`config.mk`:
```
export PLATFORM = sky130hd
export DESIGN_NAME = ltt_slot_check
export DESIGN_NICKNAME = d
export VERILOG_FILES = /design/src/rtl/core/ltt_pkg.sv /design/src/rtl/core/ltt_slot_check.sv
export SDC_FILE = /design/constraint.sdc
export NUM_CORES = 1
export LEC_CHECK = 0
export BUFFER_PORTS_ARGS = -buffer_cell sky130_fd_sc_hd__buf_4
export CORE_AREA = 2 2 149 151
export DETAILED_ROUTE_END_ITERATION = 8
export DIE_AREA = 0 0 151 153
export PLACE_DENSITY_LB_ADDON = 0.05
export SETUP_SLACK_MARGIN = 0.02
export SYNTH_ARGS = -nofsm -noshare
export SYNTH_HDL_FRONTEND = slang
export SYNTH_SLANG_ARGS = --single-unit
```
`constraint.sdc`:
```
create_clock -name vclk -period 4.5
set_input_delay 0.9 -clock vclk [all_inputs]
set_output_delay 0.9 -clock vclk [all_outputs]
set_load 0.02 [all_outputs]
```
`src/rtl/core/ltt_pkg.sv`:
```
// Shared types, constants and codes of the lockless transposition table.
`timescale 1ns / 1ps

package ltt_pkg;

   // Table geometry
   localparam int TABLE_ENTRIES = 65536;
   localparam int IDX_W         = $clog2(TABLE_ENTRIES);

   // Field widths
   localparam int KEY_W     = 64;
   localparam int MOVE_W    = 16;
   localparam int SCORE_W   = 16;
   localparam int DEPTH_W   = 8;
   localparam int BOUND_W   = 2;
   localparam int PAYLOAD_W = MOVE_W + SCORE_W + DEPTH_W + BOUND_W;
   localparam int WORD_W    = KEY_W + PAYLOAD_W;

   // Stream widths
   localparam int REQ_DATA_W = 112;
   localparam int RSP_DATA_W = 48;
   localparam int CSR_ADDR_W = 1;
   localparam int CSR_DATA_W = 16;

   // Operation codes
   typedef enum logic [1:0] {
      OP_PROBE  = 2'd0,
      OP_STORE  = 2'd1,
      OP_CLEAR  = 2'd2,
      OP_UNUSED = 2'd3
   } op_type;

   // Register indexes
   localparam logic [CSR_ADDR_W-1:0] CSR_EXACT_BOUND = 1'b0;
   localparam logic [CSR_ADDR_W-1:0] CSR_NULL_MOVE   = 1'b1;

   // Register reset values
   localparam logic [BOUND_W-1:0] EXACT_BOUND_RESET = 2'd3;
   localparam logic [MOVE_W-1:0]  NULL_MOVE_RESET   = '0;

   // Sequencer states
   typedef enum logic [2:0] {
      ST_CLEAR  = 3'b001,
      ST_IDLE   = 3'b010,
      ST_LOOKUP = 3'b100
   } state_type;

   // Slot payload: move in the lowest bits, bound in the highest
   typedef struct packed {
      logic [BOUND_W-1:0]        bound;
      logic signed [DEPTH_W-1:0] depth;
      logic signed [SCORE_W-1:0] score;
      logic [MOVE_W-1:0]         move;
   } payload_type;

   // One memory word: check key over payload
   typedef struct packed {
      logic [KEY_W-1:0] check;
      payload_type      payload;
   } slot_word_type;

   // One request held during its lookup
   typedef struct packed {
      op_type           op;
      logic [KEY_W-1:0] key;
      payload_type      payload;
   } request_type;

   // Outcome of checking one slot against a request
   typedef struct packed {
      logic          hit;
      logic          write;
      payload_type   found;
      slot_word_type new_word;
   } lookup_type;

endpackage

```
`src/rtl/core/ltt_slot_check.sv`:
```
// Key check and depth-preferred replacement of one table slot.
`timescale 1ns / 1ps

module ltt_slot_check
   import ltt_pkg::*;
(
   input  slot_word_type      slot,
   input  request_type        req,
   input  logic [BOUND_W-1:0] exact_bound,
   input  logic [MOVE_W-1:0]  null_move,
   output lookup_type         result
);

   logic        same;
   logic        drop;
   payload_type merged;

   always_comb begin
      // Recover the stored key from the check word
      same = ((slot.check ^ {{(KEY_W-PAYLOAD_W){1'b0}}, slot.payload}) == req.key);

      // Drop a shallower store of the same key unless its bound is exact
      drop = same && (slot.payload.depth > req.payload.depth)
             && (req.payload.bound != exact_bound);

      // Keep the old move when the new one is the null move
      merged = req.payload;
      if (same && (req.payload.move == null_move)) begin
         merged.move = slot.payload.move;
      end

      result.hit              = same;
      result.write            = (req.op == OP_STORE) && !drop;
      result.found            = same ? slot.payload : '0;
      result.new_word.payload = merged;
      result.new_word.check   = req.key ^ {{(KEY_W-PAYLOAD_W){1'b0}}, merged};
   end

endmodule

```
==> impl_metrics.py, run 1 <==
metrics = {
    "outcome": {
        "outcome": "completed",
    },
    "sta": {
        "fmax_mhz": 236,
        "rsz0062_at_grt": "no",
        "worstMarginPinSlew_ps": 480,
        "finalSetupViolations": 0,
        "slew_headroom_pct": 67.7,
        "drv_slew": 0,
        "hold_violations": 0,
        "fin_setup_tns_ps": 0,
        "min_period_over_period_pct": 94.3,
        "fin_hold_ws_ps": 2010,
        "post-route-min-period_ps": 4240,
    },
    "worst_setup_path": {
        "endpoint_kind": "output pin",
        "worstSetupPathType": "in2out",
        "worst_setup_path_start_kind": "input pin",
        "slowest_delay_ps": 390,
        "path_cells": "buf_4 > xnor3_1 > nand2_1 > nor4_1 > nand4_1 > nor3_4 > buf_12 > mux2_2 > xor2_1 > buf_4",
        "slowest_stage": "nor4_1",
        "crit_arrival_ps": 3340,
        "required_ps": 3600,
        "cp.depth": 10,
        "cp-startpoint": "slot[65]",
        "worstPathMaxFanout": 16,
        "path_buf_inv": 3,
        "cpMostUsedCell": "buf_4",
        "cp_top_family": "simple AND/OR/NAND/NOR gates",
    },
    "die": {
        "placementRows": 54,
        "dieArea_mm2": 0.0231,
        "top_level_ports": 382,
        "die-width_um": 151,
        "dieHeight_um": 153,
        "core_mm2": 0.0215,
        "start_util_pct": 13.7,
    },
    "grt": {
        "grt_pass1_vias": 3575,
        "grt_max_degree": 26,
        "grt.overflow.total": 0,
        "grt_usage_pct": 11.7,
        "antenna_found_initial": 0,
        "grt_pass1_wl_um": 20300,
    },
    "job": {
        "cap_violations": 0,
    },
    "pwr": {
        "power_per_cell_area_mw_per_mm2": 106,
        "peakVddDrop_v": 0.0000317,
        "leakagePower_nw": 3.10,
    },
    "clock_network": {
        "postCtsHoldBufs": 0,
        "post-cts-setup-buffer-count": 0,
    },
    "route": {
        "avgRoutedWirePerCell_um": 16.0,
        "dr.pass1.iters": 4,
        "ant_nets": 0,
        "routed_wl_um": 14700,
        "vias": 3367,
        "drtIter0Drc": 31,
        "drt_drc_violations_left": 0,
        "viasPerCell": 3.65,
    },
    "layout": {
        "fin_nets": 884,
        "drive_above_1_share_pct": 64.5,
        "diodes": 0,
        "seqCellArea_um2": 0,
        "area_delta_synth_final_pct": 97.5,
        "final_util_pct": 27.1,
        "nClkBuffers": 0,
        "final_cell_mix": "385 x buf_4, 54 x xor2_1, 43 x xnor2_1",
        "final_common_cell": "buf_4",
        "seq_cell_count": 0,
    },
    "synth": {
        "yosysSeqAreaShare_pct": 0,
        "syn-cell-area_mm2": 0.00295,
        "ys_warn_count": 0,
        "ys_top_cells_by_area": "xnor3_1 23%, xor2_1 16%, xnor2_1 13%",
        "yosysTopAreaCell": "xnor3_1",
        "synth.distinct_cells": 30,
        "avgSynthCellArea_um2": 9.50,
        "synth_top_area_share_pct": 22.9,
        "synthCells": 310,
        "postSynthNetCount": 550,
    },
    "hold_path": {
        "whs_path_depth": 2,
        "worstHoldPathType": "in2out",
        "min-delay-start": "req[19]",
    },
    "placed_design": {
        "dpl.hpwl_um": 13800,
        "place_congestion": 0.786,
        "port_buffers": 382,
    },
}
==> layout make-up <==
class              instances  area, um2
repair buffers           386       2910
fillers                 2369      15700
inverters                  8       30.0
multi-input cells        248       2530
well taps                280        350
==> routing by layer <==
metal / routed length [um] / vias to the layer above / GRT usage (%)
li1: - / 1654 / -
met1: 4840 / 1507 / 11.5
met2: 8400 / 200 / 25.0
met3: 1350 / 6 / 2.24
met4: 157 / 0 / 1.02
met5: 0 / - / 0
==> synthesized netlist by cell type <==
cell type	instances
xor2_1	54
buf_4	49
xnor2_1	43
and2_1	41
xnor3_1	30
nand4_1	14
mux2_4	10
ha_1	8
inv_1	8
nor4_1	8
mux2_2	6
nand2_1	6
xor2_2	6
clkbuf_1	4
nor2_1	3
o21ai_0	3
nand2b_1	2
nor3_1	2
nor4_2	2
a21oi_1	1
a222oi_1	1
a41oi_1	1
buf_8	1
nand3_1	1
nand4_2	1
nor2b_1	1
nor3_4	1
o2111ai_1	1
o21a_1	1
o22ai_1	1
==> stage by stage <==
stage / instance area, um2 / instances / power, W / setup WS, ps
after global placement: 5820 / 922 / 0.000630 / 111
after CTS: 5820 / 922 / 0.000633 / 91.0
after global routing: 5820 / 922 / 0.000669 / 33.1
final: 5820 / 922 / 0.000618 / 255
after detailed placement: 5820 / 922 / 0.000631 / 25.1
after floorplan: 2950 / 310 / 0.000309 / 533
==> where the power goes <==
part	leakage (nW)	switching [W]	internal, W
clock network	0	0	0
registers	0	0	0
logic	3.10	0.000268	0.000350
==> final timing paths <==
check                        end
worst max-delay path  result[44]
worst min-delay path  result[19]
==> cell families (layout without fill, tap and decap cells) <==
| group | Yosys count | count (layout) | synth area share, % |
|---|---|---|---|
| muxes | 16 | 16 | 7.39 |
| xor gates and xnor gates | 133 | 133 | 55.1 |
| adders and majority gates | 8 | 8 | 3.40 |
| buffers and inverters | 62 | 394 | 14.5 |
| and+or+nand+nor | 82 | 82 | 17.5 |
| AOI/OAI and AO/OA | 9 | 9 | 2.08 |
==> timing repair <==
action	CTS	global route
endpoints found under the hold margin	0	0
setup endpoints to repair	6	11
resized for setup	1	0
pin swaps	1	1
No activity file was read; power rests on OpenSTA's default activity.
==> inputs of run 2 (changes only) <==
--- a/config.mk
+++ b/config.mk
@@ -9,7 +9,6 @@
 export CORE_AREA = 2 2 149 151
 export DETAILED_ROUTE_END_ITERATION = 8
 export DIE_AREA = 0 0 151 153
-export PLACE_DENSITY_LB_ADDON = 0.05
 export SETUP_SLACK_MARGIN = 0.02
 export SYNTH_ARGS = -nofsm -noshare
 export SYNTH_HDL_FRONTEND = slang
==> impl_metrics.py, run 2 (synthesized netlist as in run 1, its figures left out) <==
metrics = {
    "worst_setup_path": {
        "endpoint_kind": "output pin",
        "worstPathMaxFanout": 11,
        "required_ps": 3600,
        "slowest_stage": "xnor3_2",
        "path_buf_inv": 3,
        "cpMostUsedCell": "buf_4",
        "cp_top_family": "simple AND/OR/NAND/NOR gates",
        "cp.depth": 10,
        "path_cells": "buf_4 > xnor3_2 > nand4_1 > nor4_2 > nand4_2 > nor3_4 > buf_12 > mux2_2 > xor2_1 > buf_4",
        "cp-startpoint": "slot[82]",
        "timing.critical_path.to": "result[57]",
        "worst_setup_path_start_kind": "input pin",
        "crit_arrival_ps": 3470,
        "slowest_delay_ps": 450,
        "worstSetupPathType": "in2out",
    },
    "layout": {
        "stdcell_area_mm2": 0.00586,
        "final_cell_mix": "388 x buf_4, 54 x xor2_1, 43 x xnor2_1",
        "nClkBuffers": 0,
        "drive_above_1_share_pct": 64.7,
        "fin_nets": 888,
        "seqCellArea_um2": 0,
        "seq_cell_count": 0,
        "final_common_cell": "buf_4",
        "diodes": 0,
        "area_delta_synth_final_pct": 98.9,
    },
    "placed_design": {
        "dpl_cell_area_mm2": 0.00586,
        "dpl_worst_slack_ps": 107,
        "port_buffers": 382,
        "dpl.hpwl_um": 13700,
        "place_congestion": 0.763,
    },
    "pwr": {
        "switching_share_pct": 44.1,
        "power_per_cell_area_mw_per_mm2": 107,
        "peakVddDrop_v": 0.0000391,
        "clock_power_share_pct": 0,
        "p_int_w": 0.000351,
        "power_frac_seq_pct": 0,
        "p_sw_w": 0.000277,
        "power_frac_comb_pct": 100.0,
        "leakagePower_nw": 3.13,
    },
    "job": {
        "cap_violations": 0,
    },
    "hold_path": {
        "worstHoldPathType": "in2out",
        "whs_path_depth": 2,
    },
    "grt": {
        "grt.overflow.total": 0,
        "grt_max_degree": 17,
        "grt_usage_pct": 11.4,
        "grt_pass1_vias": 3585,
        "grt_pass1_wl_um": 20000,
        "antenna_found_initial": 0,
    },
    "sta": {
        "rsz0062_at_grt": "no",
        "fin_setup_tns_ps": 0,
        "drv_slew": 0,
        "fmax_mhz": 229,
        "fin_hold_ws_ps": 2010,
        "layout_setup_ws_ps": 131,
        "min_period_over_period_pct": 97.1,
        "post-route-min-period_ps": 4370,
        "hold_violations": 0,
        "worstMarginPinSlew_ps": 517,
        "finalSetupViolations": 0,
        "slew_headroom_pct": 65.3,
    },
    "route": {
        "viasPerCell": 3.68,
        "dr.pass1.iters": 6,
        "routed_wl_um": 14500,
        "vias": 3408,
        "drtIter0Drc": 75,
        "ant_nets": 0,
        "avgRoutedWirePerCell_um": 15.7,
        "drt_drc_violations_left": 0,
    },
    "die": {
        "die-width_um": 151,
        "placementRows": 54,
        "top_level_ports": 382,
        "start_util_pct": 13.7,
        "dieHeight_um": 153,
        "core_mm2": 0.0215,
        "dieArea_mm2": 0.0231,
    },
    "clock_network": {
        "post-cts-setup-buffer-count": 0,
    },
    "outcome": {
        "outcome": "completed",
    },
}
run 2: changes by cell type in the layout (fill, tap and decap cells not counted), sizes merged:
| cell | delta |
|---|---|
| buf | +4 |
run 2: through the flow:
stage | utilization, % | total power, W | std cells
3_3_place_gp | 27.3 | 0.000632 | 926
5_1_grt | 27.3 | 0.000673 | 926
2_1_floorplan | - | 0.000309 | 310
3_5_place_dp | 27.3 | 0.000636 | 926
6_report | 27.3 | 0.000628 | 926
4_1_cts | 27.3 | 0.000639 | 926
run 2: metal layers:
metal	track usage (%)	part of all wire [%]	up-vias
li1	-	-	1664
met1	12.8	37	1538
met2	23.4	54	204
met3	1.37	8.4	2
met4	0.579	0.61	0
met5	0	0	-
run 2: how the worst min path moves through the flow:
stage / start / endpoint / slack [ps]
after floorplan: req[47] / result[47] / 1890
after global placement: req[29] / result[29] / 2010
after detailed placement: req[91] / result[91] / 2010
after CTS: req[91] / result[91] / 2010
after global routing: req[96] / result[96] / 2020
final: req[91] / result[91] / 2010
run 2: final cells by class:
type / count / area [um2]
fillers: 2325 / 15600
inverters: 8 / 30.0
multi-input cells: 248 / 2530
well taps: 280 / 350
repair buffers: 390 / 2950
run 2: power by group through the flow:
stage,combinational (W),sequential (W),clock (W)
after floorplan,0.000309,0,0
after detailed placement,0.000636,0,0
after global placement,0.000632,0,0
after CTS,0.000639,0,0
final,0.000628,0,0
after global routing,0.000673,0,0
run 2: timing repair:
action / in CTS / in global routing
hold buffers: 0 / 0
endpoints found under the setup margin: 0 / 4
gates resized for setup: 0 / 1
==> inputs of run 3 (changes only) <==
==> constraint.sdc (replaced) <==
create_clock -name vclk -period 5.4
set_input_delay 1.08 -clock vclk [all_inputs]
set_output_delay 1.08 -clock vclk [all_outputs]
set_load 0.02 [all_outputs]
==> impl_metrics.py, run 3 (synthesized netlist as in run 1, its figures left out) <==
metrics = {
    "outcome": {
        "outcome": "completed",
    },
    "pwr": {
        "power_frac_seq_pct": 0,
        "p_int_w": 0.000291,
        "power_per_cell_area_mw_per_mm2": 89.7,
        "switching_share_pct": 44.1,
        "clock_power_share_pct": 0,
        "p_sw_w": 0.000230,
        "peakVddDrop_v": 0.0000308,
        "power_frac_comb_pct": 100.0,
        "leakagePower_nw": 3.11,
    },
    "layout": {
        "layoutNonFillerInstCount": 923,
        "seq_cell_count": 0,
        "fill_cells": 2341,
        "seqCellArea_um2": 0,
        "multi_input_area_mm2": 0.00252,
        "final_util_pct": 27.0,
        "drive_above_1_share_pct": 64.4,
        "final_common_cell": "buf_4",
        "diodes": 0,
        "nClkBuffers": 0,
        "area_delta_synth_final_pct": 97.3,
        "final_cell_mix": "387 x buf_4, 54 x xor2_1, 43 x xnor2_1",
        "fin_nets": 885,
    },
    "sta": {
        "hold_violations": 0,
        "min_period_over_period_pct": 90.9,
        "fmax_mhz": 204,
        "post-route-min-period_ps": 4910,
        "drv_slew": 0,
        "layout_setup_ws_ps": 491,
        "rsz0062_at_grt": "no",
        "finalSetupViolations": 0,
        "slew_headroom_pct": 63.4,
        "worstMarginPinSlew_ps": 543,
        "fin_setup_tns_ps": 0,
    },
    "worst_setup_path": {
        "timing.critical_path.to": "result[43]",
        "slowest_delay_ps": 450,
        "cp.depth": 10,
        "cp_top_family": "simple AND/OR/NAND/NOR gates",
        "slowest_stage": "xnor3_1",
        "cpMostUsedCell": "buf_4",
        "path_buf_inv": 3,
        "worstPathMaxFanout": 16,
        "worstSetupPathType": "in2out",
        "path_cells": "buf_4 > xnor3_1 > nand4_1 > nor4_2 > nand4_2 > nor3_4 > buf_4 > mux2_2 > xor2_1 > buf_4",
        "crit_arrival_ps": 3830,
        "cp-startpoint": "slot[82]",
        "endpoint_kind": "output pin",
        "worst_setup_path_start_kind": "input pin",
        "required_ps": 4320,
    },
    "grt": {
        "antenna_found_initial": 0,
        "grt_max_degree": 20,
        "grt_pass1_vias": 3580,
        "met3_usage_pct": 1.40,
        "grt.overflow.total": 0,
        "use_met1_pct": 13.2,
        "grtUsageMet2_pct": 23.5,
        "grt_pass1_wl_um": 20300,
        "grt_usage_pct": 11.5,
        "grt_busiest_layer": "met2",
    },
    "die": {
        "dieHeight_um": 153,
        "core_mm2": 0.0215,
        "top_level_ports": 382,
        "start_util_pct": 13.7,
        "dieArea_mm2": 0.0231,
        "die-width_um": 151,
        "placementRows": 54,
    },
    "clock_network": {
        "postCtsHoldBufs": 0,
        "post_cts_resized": 0,
        "post-cts-setup-buffer-count": 0,
    },
    "route": {
        "drtIter0Drc": 62,
        "avgRoutedWirePerCell_um": 15.7,
        "routed_wl_um": 14500,
        "ant_nets": 0,
        "dr.pass1.iters": 4,
        "vias": 3372,
        "viasPerCell": 3.65,
        "drt_drc_violations_left": 0,
    },
    "placed_design": {
        "place_congestion": 0.792,
        "dpl.hpwl_um": 13500,
        "dpl_worst_slack_ps": 385,
        "port_buffers": 382,
        "place_inst": 923,
    },
    "hold_path": {
        "worstHoldPathType": "in2out",
    },
    "job": {
        "cap_violations": 0,
    },
}
-- run 3: worst min-delay path by stage --
stage | endpoint | depth (start not counted) | startpoint | slack, ps
2_1_floorplan | result[47] | 1 | req[47] | 2250
3_3_place_gp | result[29] | 2 | req[29] | 2370
3_5_place_dp | result[91] | 2 | req[91] | 2370
4_1_cts | result[91] | 2 | req[91] | 2370
5_1_grt | result[98] | 2 | req[98] | 2380
6_report | result[91] | 2 | req[91] | 2370
-- run 3: layout make-up --
type / count / share of cell area, %
multi-input cells: 248 / 43.5
repair buffers: 387 / 50.0
well taps: 280 / 6.03
inverters: 8 / 0.517
-- run 3: per-layer routing --
layer | part of all wire, % | routed length [um]
met4 | 0.28 | 40
met3 | 8.2 | 1190
met5 | 0 | 0
met2 | 54 | 7850
met1 | 37 | 5430
-- run 3: stage by stage --
stage / hold slack, ps / instance area [um2] / total power (W)
finish: 2370 / 5810 / 0.000521
CTS: 2370 / 5810 / 0.000532
detailed placement: 2370 / 5810 / 0.000530
global route: 2380 / 5810 / 0.000562
floorplan: 2250 / 2950 / 0.000258
global placement: 2370 / 5810 / 0.000528
-- run 3: power by group through the flow --
stage | Sequential, W | Clock (W) | Combinational (W)
after CTS | 0 | 0 | 0.000532
after detailed placement | 0 | 0 | 0.000530
after global placement | 0 | 0 | 0.000528
after global routing | 0 | 0 | 0.000562
final | 0 | 0 | 0.000521
after floorplan | 0 | 0 | 0.000258
